**src/rtl/handheld_power_housekeeper_macros.svh**
```systemverilog
// assertion macros for the handheld power housekeeper
// used by rtl/handheld_power_housekeeper.sv, no other dependencies
`ifndef HANDHELD_POWER_HOUSEKEEPER_MACROS_SVH
`define HANDHELD_POWER_HOUSEKEEPER_MACROS_SVH
`ifndef SYNTHESIS
// clocked assertion with asynchronous active-low reset as disable
`define HPH_ASSERT(lbl, clk, rst_n, prop, msg) \
	lbl: assert property (@(posedge clk) disable iff (!rst_n) prop) else $error(msg);
// clocked assertion checked during reset as well
`define HPH_ASSERT_ALWAYS(lbl, clk, prop, msg) \
	lbl: assert property (@(posedge clk) prop) else $error(msg);
`else
`define HPH_ASSERT(lbl, clk, rst_n, prop, msg)
`define HPH_ASSERT_ALWAYS(lbl, clk, prop, msg)
`endif
`endif

```
**src/rtl/hph_pkg.sv**
```systemverilog
// types and constants of the handheld power housekeeper
// no dependencies; used by rtl/handheld_power_housekeeper.sv
`timescale 1ns / 1ps

package hph_pkg;

	// configuration port
	localparam int CFG_IDX_BITS  = 3;
	localparam int CFG_DATA_BITS = 16;

	// register indexes
	localparam logic [CFG_IDX_BITS-1:0] REG_LONG_PRESS = 3'd0;
	localparam logic [CFG_IDX_BITS-1:0] REG_WARN       = 3'd1;
	localparam logic [CFG_IDX_BITS-1:0] REG_MID        = 3'd2;
	localparam logic [CFG_IDX_BITS-1:0] REG_CRITICAL   = 3'd3;
	localparam logic [CFG_IDX_BITS-1:0] REG_IDLE_LIMIT = 3'd4;

	// register reset values
	localparam logic [7:0]  LONG_PRESS_RESET = 8'd15;
	localparam logic [11:0] WARN_RESET       = 12'd2234;
	localparam logic [11:0] MID_RESET        = 12'd2172;
	localparam logic [11:0] CRITICAL_RESET   = 12'd2110;
	localparam logic [15:0] IDLE_LIMIT_RESET = 16'd6000;

	// widest threshold field of the register map
	localparam int THR_FIELD_BITS = 12;

	// phase codes
	localparam logic [1:0] PH_KEY  = 2'd0;
	localparam logic [1:0] PH_BATT = 2'd1;
	localparam logic [1:0] PH_IDLE = 2'd2;

	// shutdown kinds
	localparam logic [1:0] SD_NONE    = 2'd0;
	localparam logic [1:0] SD_KEY     = 2'd1;
	localparam logic [1:0] SD_BATTERY = 2'd2;
	localparam logic [1:0] SD_IDLE    = 2'd3;

	// key counter and blink counter constants
	localparam logic [7:0] KEY_DISARMED  = 8'd255;
	localparam logic [3:0] BLINK_PERIOD  = 4'd10;
	localparam logic [3:0] BLINK_HALF    = 4'd5;
	localparam logic [3:0] BLINK_MID_ON  = 4'd2;
	localparam logic [3:0] BLINK_MID_ON2 = 4'd7;

	// housekeeping state
	typedef struct packed {
		logic [1:0]  phase;
		logic [7:0]  key_cnt;
		logic [3:0]  blink_cnt;
		logic [15:0] idle_cnt;
		logic        normal;
		logic        act_seen;
		logic        led;
		logic [1:0]  halt;
	} state_t;

	localparam state_t STATE_RESET = '{
		phase:     PH_KEY,
		key_cnt:   KEY_DISARMED,
		blink_cnt: 4'd0,
		idle_cnt:  16'd0,
		normal:    1'b1,
		act_seen:  1'b0,
		led:       1'b1,
		halt:      SD_NONE
	};

endpackage

```
**src/rtl/handheld_power_housekeeper.sv**
```systemverilog
// top level of the handheld power housekeeper: tick logic and register file
// depends on rtl/hph_pkg.sv and rtl/handheld_power_housekeeper_macros.svh
`timescale 1ns / 1ps
`include "handheld_power_housekeeper_macros.svh"

// Handheld power housekeeper. Every input beat is one housekeeping tick and
// yields exactly one result beat (LED level, send enable, shutdown kind).
// A tick is captured in an input register and worked, once the result
// register frees, by short compare-and-count logic into the state register,
// which also drives the result. One tick is taken every cycle while
// out_ready is high, limited only by the single state update per cycle.
// in_ready stays high while a result waits unless both the input and the
// result register are full. After any shutdown request the state freezes
// and every further tick returns the frozen result with the LED off.
// Configuration writes are always ready and should be made while idle.
module handheld_power_housekeeper #(
	parameter int BATT_BITS = 12
) (
	input  logic                                  clk,
	input  logic                                  arst_n,
	// configuration write channel
	input  logic                                  cfg_valid,
	output logic                                  cfg_ready,
	input  logic [hph_pkg::CFG_IDX_BITS-1:0]      cfg_index,
	input  logic [hph_pkg::CFG_DATA_BITS-1:0]     cfg_data,
	// tick input channel
	input  logic                                  in_valid,
	output logic                                  in_ready,
	input  logic                                  key_pressed,
	input  logic [BATT_BITS-1:0]                  battery_level,
	input  logic                                  activity,
	// result channel
	output logic                                  out_valid,
	input  logic                                  out_ready,
	output logic                                  power_led,
	output logic                                  send_enabled,
	output logic [1:0]                            shutdown_kind
);

	// stored threshold width: the register field, cut to the sample width
	localparam int THR_BITS = (BATT_BITS < hph_pkg::THR_FIELD_BITS) ?
		BATT_BITS : hph_pkg::THR_FIELD_BITS;

	// configuration registers
	logic [7:0]          long_press_q;
	logic [THR_BITS-1:0] warn_q;
	logic [THR_BITS-1:0] mid_q;
	logic [THR_BITS-1:0] critical_q;
	logic [15:0]         idle_limit_q;

	// input stage
	logic                 s1_valid;
	logic                 key_s1;
	logic [BATT_BITS-1:0] batt_s1;
	logic                 act_s1;

	// state and result
	hph_pkg::state_t st_q;
	hph_pkg::state_t st_next;
	logic            out_valid_q;
	logic            advance;

	// next-state temporaries
	logic [1:0]  phase_n;
	logic        act_n;
	logic [7:0]  key_inc;
	logic [3:0]  blink_inc;
	logic [3:0]  blink_n;
	logic [15:0] idle_inc;

	assign cfg_ready = 1'b1;

	// register file writes
	always_ff @(posedge clk or negedge arst_n) begin
		if (!arst_n) begin
			long_press_q <= hph_pkg::LONG_PRESS_RESET;
			warn_q       <= THR_BITS'(hph_pkg::WARN_RESET);
			mid_q        <= THR_BITS'(hph_pkg::MID_RESET);
			critical_q   <= THR_BITS'(hph_pkg::CRITICAL_RESET);
			idle_limit_q <= hph_pkg::IDLE_LIMIT_RESET;
		end else if (cfg_valid && cfg_ready) begin
			unique case (cfg_index)
				hph_pkg::REG_LONG_PRESS: long_press_q <= cfg_data[7:0];
				hph_pkg::REG_WARN:       warn_q       <= cfg_data[THR_BITS-1:0];
				hph_pkg::REG_MID:        mid_q        <= cfg_data[THR_BITS-1:0];
				hph_pkg::REG_CRITICAL:   critical_q   <= cfg_data[THR_BITS-1:0];
				hph_pkg::REG_IDLE_LIMIT: idle_limit_q <= cfg_data[15:0];
				default: ;
			endcase
		end
	end

	// pipeline flow: the input stage moves on when the result register frees
	assign advance  = !out_valid_q || out_ready;
	assign in_ready = !s1_valid || advance;

	// input register
	always_ff @(posedge clk or negedge arst_n) begin
		if (!arst_n) begin
			s1_valid <= 1'b0;
		end else if (in_ready) begin
			s1_valid <= in_valid;
		end
	end

	always_ff @(posedge clk) begin
		if (in_valid && in_ready) begin
			key_s1  <= key_pressed;
			batt_s1 <= battery_level;
			act_s1  <= activity;
		end
	end

	// tick work: one phase of the rotation per beat
	always_comb begin
		st_next   = st_q;
		phase_n   = (st_q.phase >= hph_pkg::PH_IDLE) ? hph_pkg::PH_KEY : st_q.phase + 2'd1;
		act_n     = st_q.act_seen | act_s1;
		key_inc   = st_q.key_cnt + 8'd1;
		blink_inc = st_q.blink_cnt + 4'd1;
		blink_n   = (blink_inc >= hph_pkg::BLINK_PERIOD) ? 4'd0 : blink_inc;
		idle_inc  = st_q.idle_cnt + 16'd1;
		if (st_q.halt == hph_pkg::SD_NONE) begin
			st_next.phase    = phase_n;
			st_next.act_seen = act_n;
			unique case (phase_n)
				hph_pkg::PH_KEY: begin
					// held key count, armed only after a release
					if (!key_s1) begin
						st_next.key_cnt = 8'd0;
					end else if (st_q.key_cnt != hph_pkg::KEY_DISARMED) begin
						st_next.key_cnt = key_inc;
						if (key_inc >= long_press_q) begin
							st_next.led  = 1'b0;
							st_next.halt = hph_pkg::SD_KEY;
						end
					end
				end
				hph_pkg::PH_BATT: begin
					// battery thresholds and blink pattern
					st_next.blink_cnt = blink_n;
					if (batt_s1 < BATT_BITS'(warn_q)) begin
						if (batt_s1 < BATT_BITS'(critical_q)) begin
							st_next.led  = 1'b0;
							st_next.halt = hph_pkg::SD_BATTERY;
						end else if (batt_s1 < BATT_BITS'(mid_q)) begin
							st_next.led = (blink_n < hph_pkg::BLINK_MID_ON) ||
								(blink_n >= hph_pkg::BLINK_HALF && blink_n < hph_pkg::BLINK_MID_ON2);
						end else begin
							st_next.led = blink_n < hph_pkg::BLINK_HALF;
						end
					end else begin
						st_next.led = 1'b1;
					end
				end
				default: begin
					// inactivity tracking: standby first, then shutdown
					if (act_n) begin
						st_next.act_seen = 1'b0;
						st_next.idle_cnt = 16'd0;
						st_next.normal   = 1'b1;
					end else begin
						st_next.idle_cnt = idle_inc;
						if (idle_inc > idle_limit_q) begin
							if (st_q.normal) begin
								st_next.idle_cnt = 16'd0;
								st_next.normal   = 1'b0;
							end else begin
								st_next.led  = 1'b0;
								st_next.halt = hph_pkg::SD_IDLE;
							end
						end
					end
				end
			endcase
		end
	end

	// state register doubles as the result register
	always_ff @(posedge clk or negedge arst_n) begin
		if (!arst_n) begin
			st_q        <= hph_pkg::STATE_RESET;
			out_valid_q <= 1'b0;
		end else if (advance) begin
			out_valid_q <= s1_valid;
			if (s1_valid) begin
				st_q <= st_next;
			end
		end
	end

	// result beat
	assign out_valid     = out_valid_q;
	assign power_led     = st_q.led;
	assign send_enabled  = st_q.normal;
	assign shutdown_kind = st_q.halt;

	// checks
	`HPH_ASSERT(a_halt_frozen, clk, arst_n, (st_q.halt != hph_pkg::SD_NONE) |=> $stable(st_q), "state changed after shutdown")
	`HPH_ASSERT(a_halt_led_off, clk, arst_n, (st_q.halt != hph_pkg::SD_NONE) |-> !st_q.led, "led on after shutdown")
	`HPH_ASSERT(a_blink_range, clk, arst_n, st_q.blink_cnt < hph_pkg::BLINK_PERIOD, "blink counter out of range")
	`HPH_ASSERT(a_stalled_tick_kept, clk, arst_n, (s1_valid && !advance) |=> s1_valid, "stalled tick dropped")

endmodule
```
**config.mk**
```make
export PLATFORM = sky130hd
export DESIGN_NAME = handheld_power_housekeeper
export DESIGN_NICKNAME = d
export VERILOG_FILES = /design/src/rtl/hph_pkg.sv /design/src/rtl/handheld_power_housekeeper.sv
export VERILOG_INCLUDE_DIRS = /design/src /design/src/rtl
export SDC_FILE = /design/constraint.sdc
export NUM_CORES = 1
export LEC_CHECK = 0
export ABC_AREA = 1
export BUFFER_PORTS_ARGS = -buffer_cell sky130_fd_sc_hd__buf_2
export CORE_ASPECT_RATIO = 1.75
export CORE_MARGIN = 4
export CORE_UTILIZATION = 40
export CTS_BUF_LIST = sky130_fd_sc_hd__clkbuf_16
export DETAILED_ROUTE_END_ITERATION = 7
export PLACE_DENSITY = 0.66
export SETUP_SLACK_MARGIN = 0.5
export SLEW_MARGIN = 10
export SYNTH_ARGS = -nofsm -noshare
export SYNTH_HDL_FRONTEND = slang
export SYNTH_SLANG_ARGS = --single-unit
```
**constraint.sdc**
```tcl
create_clock -name clk -period 3.3 [get_ports clk]
set_input_delay 0.165 -clock clk [delete_from_list [all_inputs] [get_ports clk]]
set_output_delay 0.165 -clock clk [all_outputs]
set_load 0.02 [all_outputs]
```
==> flow_metrics.py, run 1 <==
metrics = {
    "clock_tree": {
        "tritoncts": "yes",
        "clock_latency_ns": 0.35,
        "cts_buffers": 9,
        "clkSinkCount": 111,
        "cts-root-buf": "clkbuf_16",
        "clkSlewWorstSetupHoldPaths_ns": 0.08,
        "h-tree-depth": 3,
        "clockBufferDepth": 2,
    },
    "worst_hold_path": {
        "hold_class": "input port to flop",
    },
    "power": {
        "p_sw_mw": 1.008,
        "report.power.total_mw": 3.467,
        "p_seq_frac": 0.483,
        "p_leak_nw": 3.695,
        "p_int_mw": 2.458,
        "power_frac_clock": 0.325,
        "ir_drop_uv": 284.1,
        "combPwrFrac": 0.192,
        "cellPowerDensity_nw_per_um2": 466.8,
        "switching_share": 0.2909,
    },
    "critical_path": {
        "r2r_slack_ns": 0.57,
        "required_ns": 3.55,
        "critPathMaxFanout": 5,
        "crit_path_start_kind": "flop",
        "path_class": "flop to flop",
        "cp-end-kind": "flop",
        "arrival_ns": 2.98,
    },
    "logic_synthesis": {
        "yosysSeqAreaShare": 0.4554,
        "synthSimpleGateAreaFrac": 0.2121,
        "synth.area.mux_share": 0.001574,
        "synth-adder-area-share": 0.1200,
        "synth_area_um2": 6360,
        "async_reset_ff_frac": 0.8739,
        "synth.ff_latch_count": 111,
        "synth_compound_area_frac": 0.1009,
        "synth_top_family_by_area": "simple AND/OR/NAND/NOR gates",
        "synth_cells": 764,
        "ys_types": 39,
        "synth_xor_area_frac": 0.01790,
        "yosys_most_used_dff": "dfrtp_1",
        "synth.avg_cell_area_um2": 8.324,
        "synth_nets": 863,
        "yosys_warnings": 0,
        "synth-edff-count": 14,
    },
    "sta": {
        "clock.fmax_ghz": 0.3669,
        "whs_ns": 0.04096,
        "slew_violations": 0,
        "post-route-period-util": 0.8260,
        "timing.final.hold_violations": 0,
        "timing.setup.tns_ns": 0,
        "setup_violations": 0,
        "rsz0062_at_grt": "yes",
        "tightestPinTransition_ns": 1.024,
        "postLayoutSetupSlackWorst_ns": 0.5743,
        "max_slew_margin": 0.3152,
        "finalCriticalPeriod_ns": 2.726,
        "fin_skew_ns": 0.01200,
    },
    "floorplan": {
        "die_area_um2": 18060,
        "io_pins": 45,
        "die_height_um": 174.8,
        "placementRows": 60,
        "core-area_um2": 15460,
        "die_x_um": 103.3,
        "start_util": 0.4112,
    },
    "cells_and_area": {
        "fin_nets": 932,
        "drive_gt1_frac": 0.1921,
        "antennaDiodeCount": 0,
        "final_util": 0.4802,
        "syn_to_final_growth_pct": 16.76,
        "final_cells": 1024,
        "final_cell_area_um2": 7426,
    },
    "global_route": {
        "grt_use_total": 0.1669,
        "antenna_found_initial": 0,
        "grt_max_degree": 63,
        "grt_pass1_vias": 4937,
        "overflow": 0,
        "grt_pass1_wl_mm": 23.55,
    },
    "place": {
        "post-place-ws_ns": 0.4135,
        "post_dp_cell_area_um2": 6761,
        "post-place-cells": 981,
        "place_congestion": 0.8897,
        "portBuffers": 43,
        "dpl.hpwl_mm": 10.66,
    },
    "detailed_routing": {
        "viasPerCell": 4.875,
        "drtPass1Iterations": 5,
        "routed_wirelength_mm": 14.24,
        "ant_nets": 0,
        "wl_per_cell_um": 13.91,
        "vias": 4992,
        "drt_iter0_drc": 184,
        "route.detailed.drc": 0,
    },
    "run": {
        "drv_cap": 0,
    },
    "run_status": {
        "status": "complete, no violations",
    },
}
## per-layer routing
metal  part of all wire  routed length [µm]  vias to the layer above  track usage
li1                   -                   -                     2579            -
met1               0.39                5623                     2335       0.1936
met2               0.55                7886                       54       0.2998
met3              0.020                 279                       24      0.02397
met4              0.032                 455                        0      0.06645
met5                  0                   0                        -            0
## sequential cells by signal, indices dropped and copies added (netlist names)
name           cells
st_q              31
idle_limit_q      16
batt_s1           12
critical_q        12
mid_q             12
warn_q            12
long_press_q       8
shutdown_kind      2
act_s1             1
key_s1             1
out_valid          1
power_led          1
s1_valid           1
send_enabled       1
## what timing repair did
item                       CTS  global route
pin swaps                    0            14
setup endpoints to repair   10            20
setup buffers                0            11
gates resized for setup      2            26
gates cloned                 0             1
hold endpoints to repair    45             0
hold buffers                15             0
## power groups by stage
stage	logic (mW)	registers (mW)	clock network (mW)
finish	0.665	1.67	1.13
CTS	0.662	1.67	1.16
detailed placement	0.644	1.70	0
floorplan	0.461	1.68	0
global route	0.795	1.70	1.22
global placement	0.625	1.70	0
## cells in the mapped netlist, drive strengths merged, types with 4 or more instances
master | instances | area [µm²]
nand4 | 11 | 98.84
a21oi | 27 | 135.1
edfxtp | 14 | 420.4
o22ai | 5 | 31.28
ha | 61 | 763.2
clkbuf | 10 | 37.54
dfrtp | 58 | 1451
inv | 136 | 510.5
buf | 4 | 26.27
nor2 | 44 | 201.4
nand3 | 33 | 192.7
nand2 | 204 | 770.7
xor2 | 13 | 113.9
dfstp | 39 | 1025
nor3 | 7 | 57.55
o21ai | 82 | 414.2
## layout make-up
| cell class | instances | area, µm² |
|---|---|---|
| fill | 1494 | 8039 |
| multi-input combinational | 502 | 3002 |
| sequential | 111 | 2902 |
| inverter | 138 | 518.0 |
| timing repair buffer | 71 | 469.2 |
| tap | 186 | 232.7 |
| clock buffer | 9 | 225.2 |
| clock inverter | 7 | 77.57 |
## worst paths after layout
check	from	end	depth (start not counted)
max in group asynchronous	arst_n	critical_q[2]	3
min in group asynchronous	arst_n	mid_q[9]	2
worst min-delay path	in_valid	s1_valid	3
worst min register to register	power_led	power_led	2
worst max register to register	st_q[6]	st_q[20]	19
worst max-delay path	st_q[6]	st_q[20]	19
## cells by family after synthesis
logic type / after synthesis
adders and majority gates: 61
xor gates and xnor gates: 13
other: 1
buffers and inverters: 152
muxes: 1
and+or+nand+nor: 303
AOI/OAI and AO/OA: 122
DFF: 111
## worst max-delay path, stage by stage (launching register included)
cell and delay (ns):
dfrtp_1 0.42, ha_4 0.17, nand3_4 0.08, nor3_4 0.21, nand3_2 0.14, nor2_4 0.17
buf_6 0.12, nand2_2 0.05, nand2_2 0.06, nand2_2 0.06, inv_2 0.06, ha_4 0.12
nand4_1 0.13, nor3_4 0.24, nand2_1 0.09, nand2_2 0.13, nand3_4 0.13, buf_4 0.16
nand3_2 0.06, nand2_1 0.04
## placed cells by master, fill, tap and decap left out, drive strengths merged, types with 11 or more instances in the layout
| cell type | netlist | layout |
|---|---|---|
| xor2 | 13 | 13 |
| o21ai | 82 | 82 |
| nand4 | 11 | 11 |
| ha | 61 | 61 |
| dfstp | 39 | 39 |
| inv | 136 | 141 |
| nor2 | 44 | 44 |
| dfrtp | 58 | 58 |
| buf | 4 | 56 |
| nand3 | 33 | 34 |
| nand2 | 204 | 204 |
| a21oi | 27 | 27 |
| edfxtp | 14 | 14 |
| dlygate4sd3 | 0 | 15 |
Power figures use the tool's default switching activity.
==> run 2: changes to the inputs <==
- clock period: 3.3 -> 2.72 ns (I/O delays scaled with it)
==> run 2 against run 1 <==
Worst setup slack worse by 0.40 ns. Largest power group unchanged. Clock skew up 0.0018 ns. Global-route usage rose by 0.38 points. Worst hold slack got worse by 0.013 ns. Critical path depth is 3 lower. Utilization increased by 0.95 points.
==> flow_metrics.py, run 2 (synthesized netlist as in run 1, its figures left out) <==
metrics = {
    "critical_path": {
        "path_class": "flop to flop",
        "reg2reg_to": "st_q[16]",
        "required_ns": 2.96,
        "cpMaxStageDelayCell": "dfrtp_1",
        "cp_cell_sequence": "ha_4 -> nand3_4 -> nor3_4 -> nand3_2 -> nor2_4 -> nand3_2 -> nand2_2 -> inv_2 -> ha_4 -> nand4_1 -> nor3_4 -> nand2_1 -> nand2_4 -> nand3_4 -> nand2_4 -> o22ai_1",
        "max_stage_delay_ns": 0.43,
        "crit-reg2reg-launch": "st_q[5]",
        "r2r_cells": 16,
        "r2r_slack_ns": 0.18,
        "arrival_ns": 2.78,
        "critPathMaxFanout": 7,
        "cp-end-kind": "flop",
        "crit_path_start_kind": "flop",
    },
    "detailed_routing": {
        "ant_nets": 0,
        "drt_iter0_drc": 242,
        "vias": 4960,
        "viasPerCell": 4.802,
        "drtPass1Iterations": 4,
        "routed_wirelength_mm": 14.19,
        "wl_per_cell_um": 13.74,
        "route.detailed.drc": 0,
    },
    "global_route": {
        "grt_pass1_wl_mm": 24.10,
        "antenna_found_initial": 0,
        "grt_use_total": 0.1707,
        "grt_pass1_vias": 5060,
        "grt_max_degree": 73,
        "overflow": 0,
    },
    "sta": {
        "clock.fmax_ghz": 0.3932,
        "timing.setup.tns_ns": 0,
        "fin_skew_ns": 0.01382,
        "tightestPinTransition_ns": 0.6209,
        "post-route-period-util": 0.9349,
        "setup_violations": 0,
        "rsz0062_at_grt": "yes",
        "slew_violations": 0,
        "timing.final.hold_violations": 0,
        "finalCriticalPeriod_ns": 2.543,
        "max_slew_margin": 0.5856,
    },
    "power": {
        "switching_share": 0.2938,
        "p_int_mw": 3.001,
        "p_seq_frac": 0.478,
        "ir_drop_uv": 359.9,
        "p_leak_nw": 3.746,
        "p_sw_mw": 1.249,
        "power_frac_clock": 0.326,
        "combPwrFrac": 0.197,
        "cellPowerDensity_nw_per_um2": 561.2,
    },
    "floorplan": {
        "start_util": 0.4112,
        "die_height_um": 174.8,
        "io_pins": 45,
        "die_area_um2": 18060,
        "placementRows": 60,
        "die_x_um": 103.3,
        "core-area_um2": 15460,
    },
    "place": {
        "portBuffers": 43,
        "place_congestion": 0.8848,
        "dpl.hpwl_mm": 10.60,
        "post_dp_cell_area_um2": 6842,
    },
    "run_status": {
        "status": "complete, no violations",
    },
    "worst_hold_path": {
        "hold_path_end": "idle_limit_q[15]",
        "hold_class": "input port to flop",
        "hold_depth": 3,
        "hold_path.startpoint": "cfg_data[15]",
    },
    "cells_and_area": {
        "largest_register_ffs": 31,
        "syn_to_final_growth_pct": 19.08,
        "final_cell_area_um2": 7574,
        "mostFrequentLayoutCells": "nand2_1, inv_1, o21ai_0",
        "multi_input_area_um2": 3069,
        "antennaDiodeCount": 0,
        "fillerInstances": 1457,
        "fin_nets": 941,
        "top_regs": "st_q (31), idle_limit_q (16)",
        "layout_commonest_cell": "nand2_1",
        "final_util": 0.4897,
        "drive_gt1_frac": 0.2054,
        "regMostFlops": "st_q",
        "register_area_um2": 2898,
    },
    "clock_tree": {
        "clkSlewWorstSetupHoldPaths_ns": 0.08,
        "clock_latency_ns": 0.36,
        "h-tree-depth": 3,
        "clockBufferDepth": 2,
        "cts-root-buf": "clkbuf_16",
        "cts_buffers": 9,
        "clkSinkCount": 111,
        "tritoncts": "yes",
    },
    "run": {
        "drv_cap": 0,
    },
}
[run 2: cell count changes in the layout (fill, tap and decap cells not counted), sizes merged]
cell | before | now
inv | 141 | 140
dlygate4sd3 | 15 | 17
buf | 56 | 63
clkinv | 3 | 4
[run 2: how the worst max path moves through the flow]
stage,depth (start not counted),startpoint,to
4_1_cts,14,st_q[5],st_q[5]
3_3_place_gp,16,st_q[5],shutdown_kind[0]
5_1_grt,17,st_q[5],shutdown_kind[1]
6_report,16,st_q[5],st_q[16]
2_1_floorplan,16,st_q[5],st_q[5]
3_5_place_dp,16,st_q[5],shutdown_kind[1]
[run 2: worst max-delay path, delay by kind of cell (launching register included)]
kind            cells  cell delay [ns]
fa+ha+maj           2             0.44
simple gates       12             1.44
buf+inv             1             0.05
flops               1             0.43
compound gates      1             0.08
[run 2: cell type report]
cell class / instances / share of cell area
clock buffer: 9 / 0.02974
clock inverter: 7 / 0.01057
inverter: 138 / 0.06840
multi-input combinational: 502 / 0.4053
sequential: 111 / 0.3826
tap: 186 / 0.03073
timing repair buffer: 80 / 0.07269
[run 2: per-stage QoR]
step	total power, mW	worst slack [ns]	hold WS [ns]	instances
finish	4.250	0.1771	0.02772	1033
global route	4.531	0.006551	0.05231	1033
CTS	4.269	0.1943	0.02352	1031
detailed placement	2.843	0.07056	0.07197	988
global placement	2.815	0.1150	0.06909	988
floorplan	2.594	0.3599	-0.1596	764
[run 2: layer usage]
layer | GRT usage | vias up | share of wire
met5 | 0 | - | 0
met2 | 0.3060 | 67 | 0.54
li1 | - | 2598 | -
met4 | 0.06807 | 0 | 0.031
met1 | 0.1995 | 2273 | 0.40
met3 | 0.02277 | 22 | 0.021
[run 2: repair_timing]
| item | in CTS | in global routing |
|---|---|---|
| cloned | 1 | 0 |
| gates resized for setup | 12 | 21 |
| buffers inserted | 9 | 2 |
| hold endpoints to repair | 41 | 0 |
| pin swaps | 2 | 7 |
| endpoints found under the setup margin | 20 | 20 |
| hold buffers | 17 | 0 |
[run 2: power groups by stage]
stage / combinational, mW / sequential [mW] / clock [mW]
after global placement: 0.758 / 2.06 / 0
after floorplan: 0.561 / 2.03 / 0
after CTS: 0.821 / 2.03 / 1.42
after global routing: 0.985 / 2.06 / 1.49
final: 0.835 / 2.03 / 1.38
after detailed placement: 0.784 / 2.06 / 0
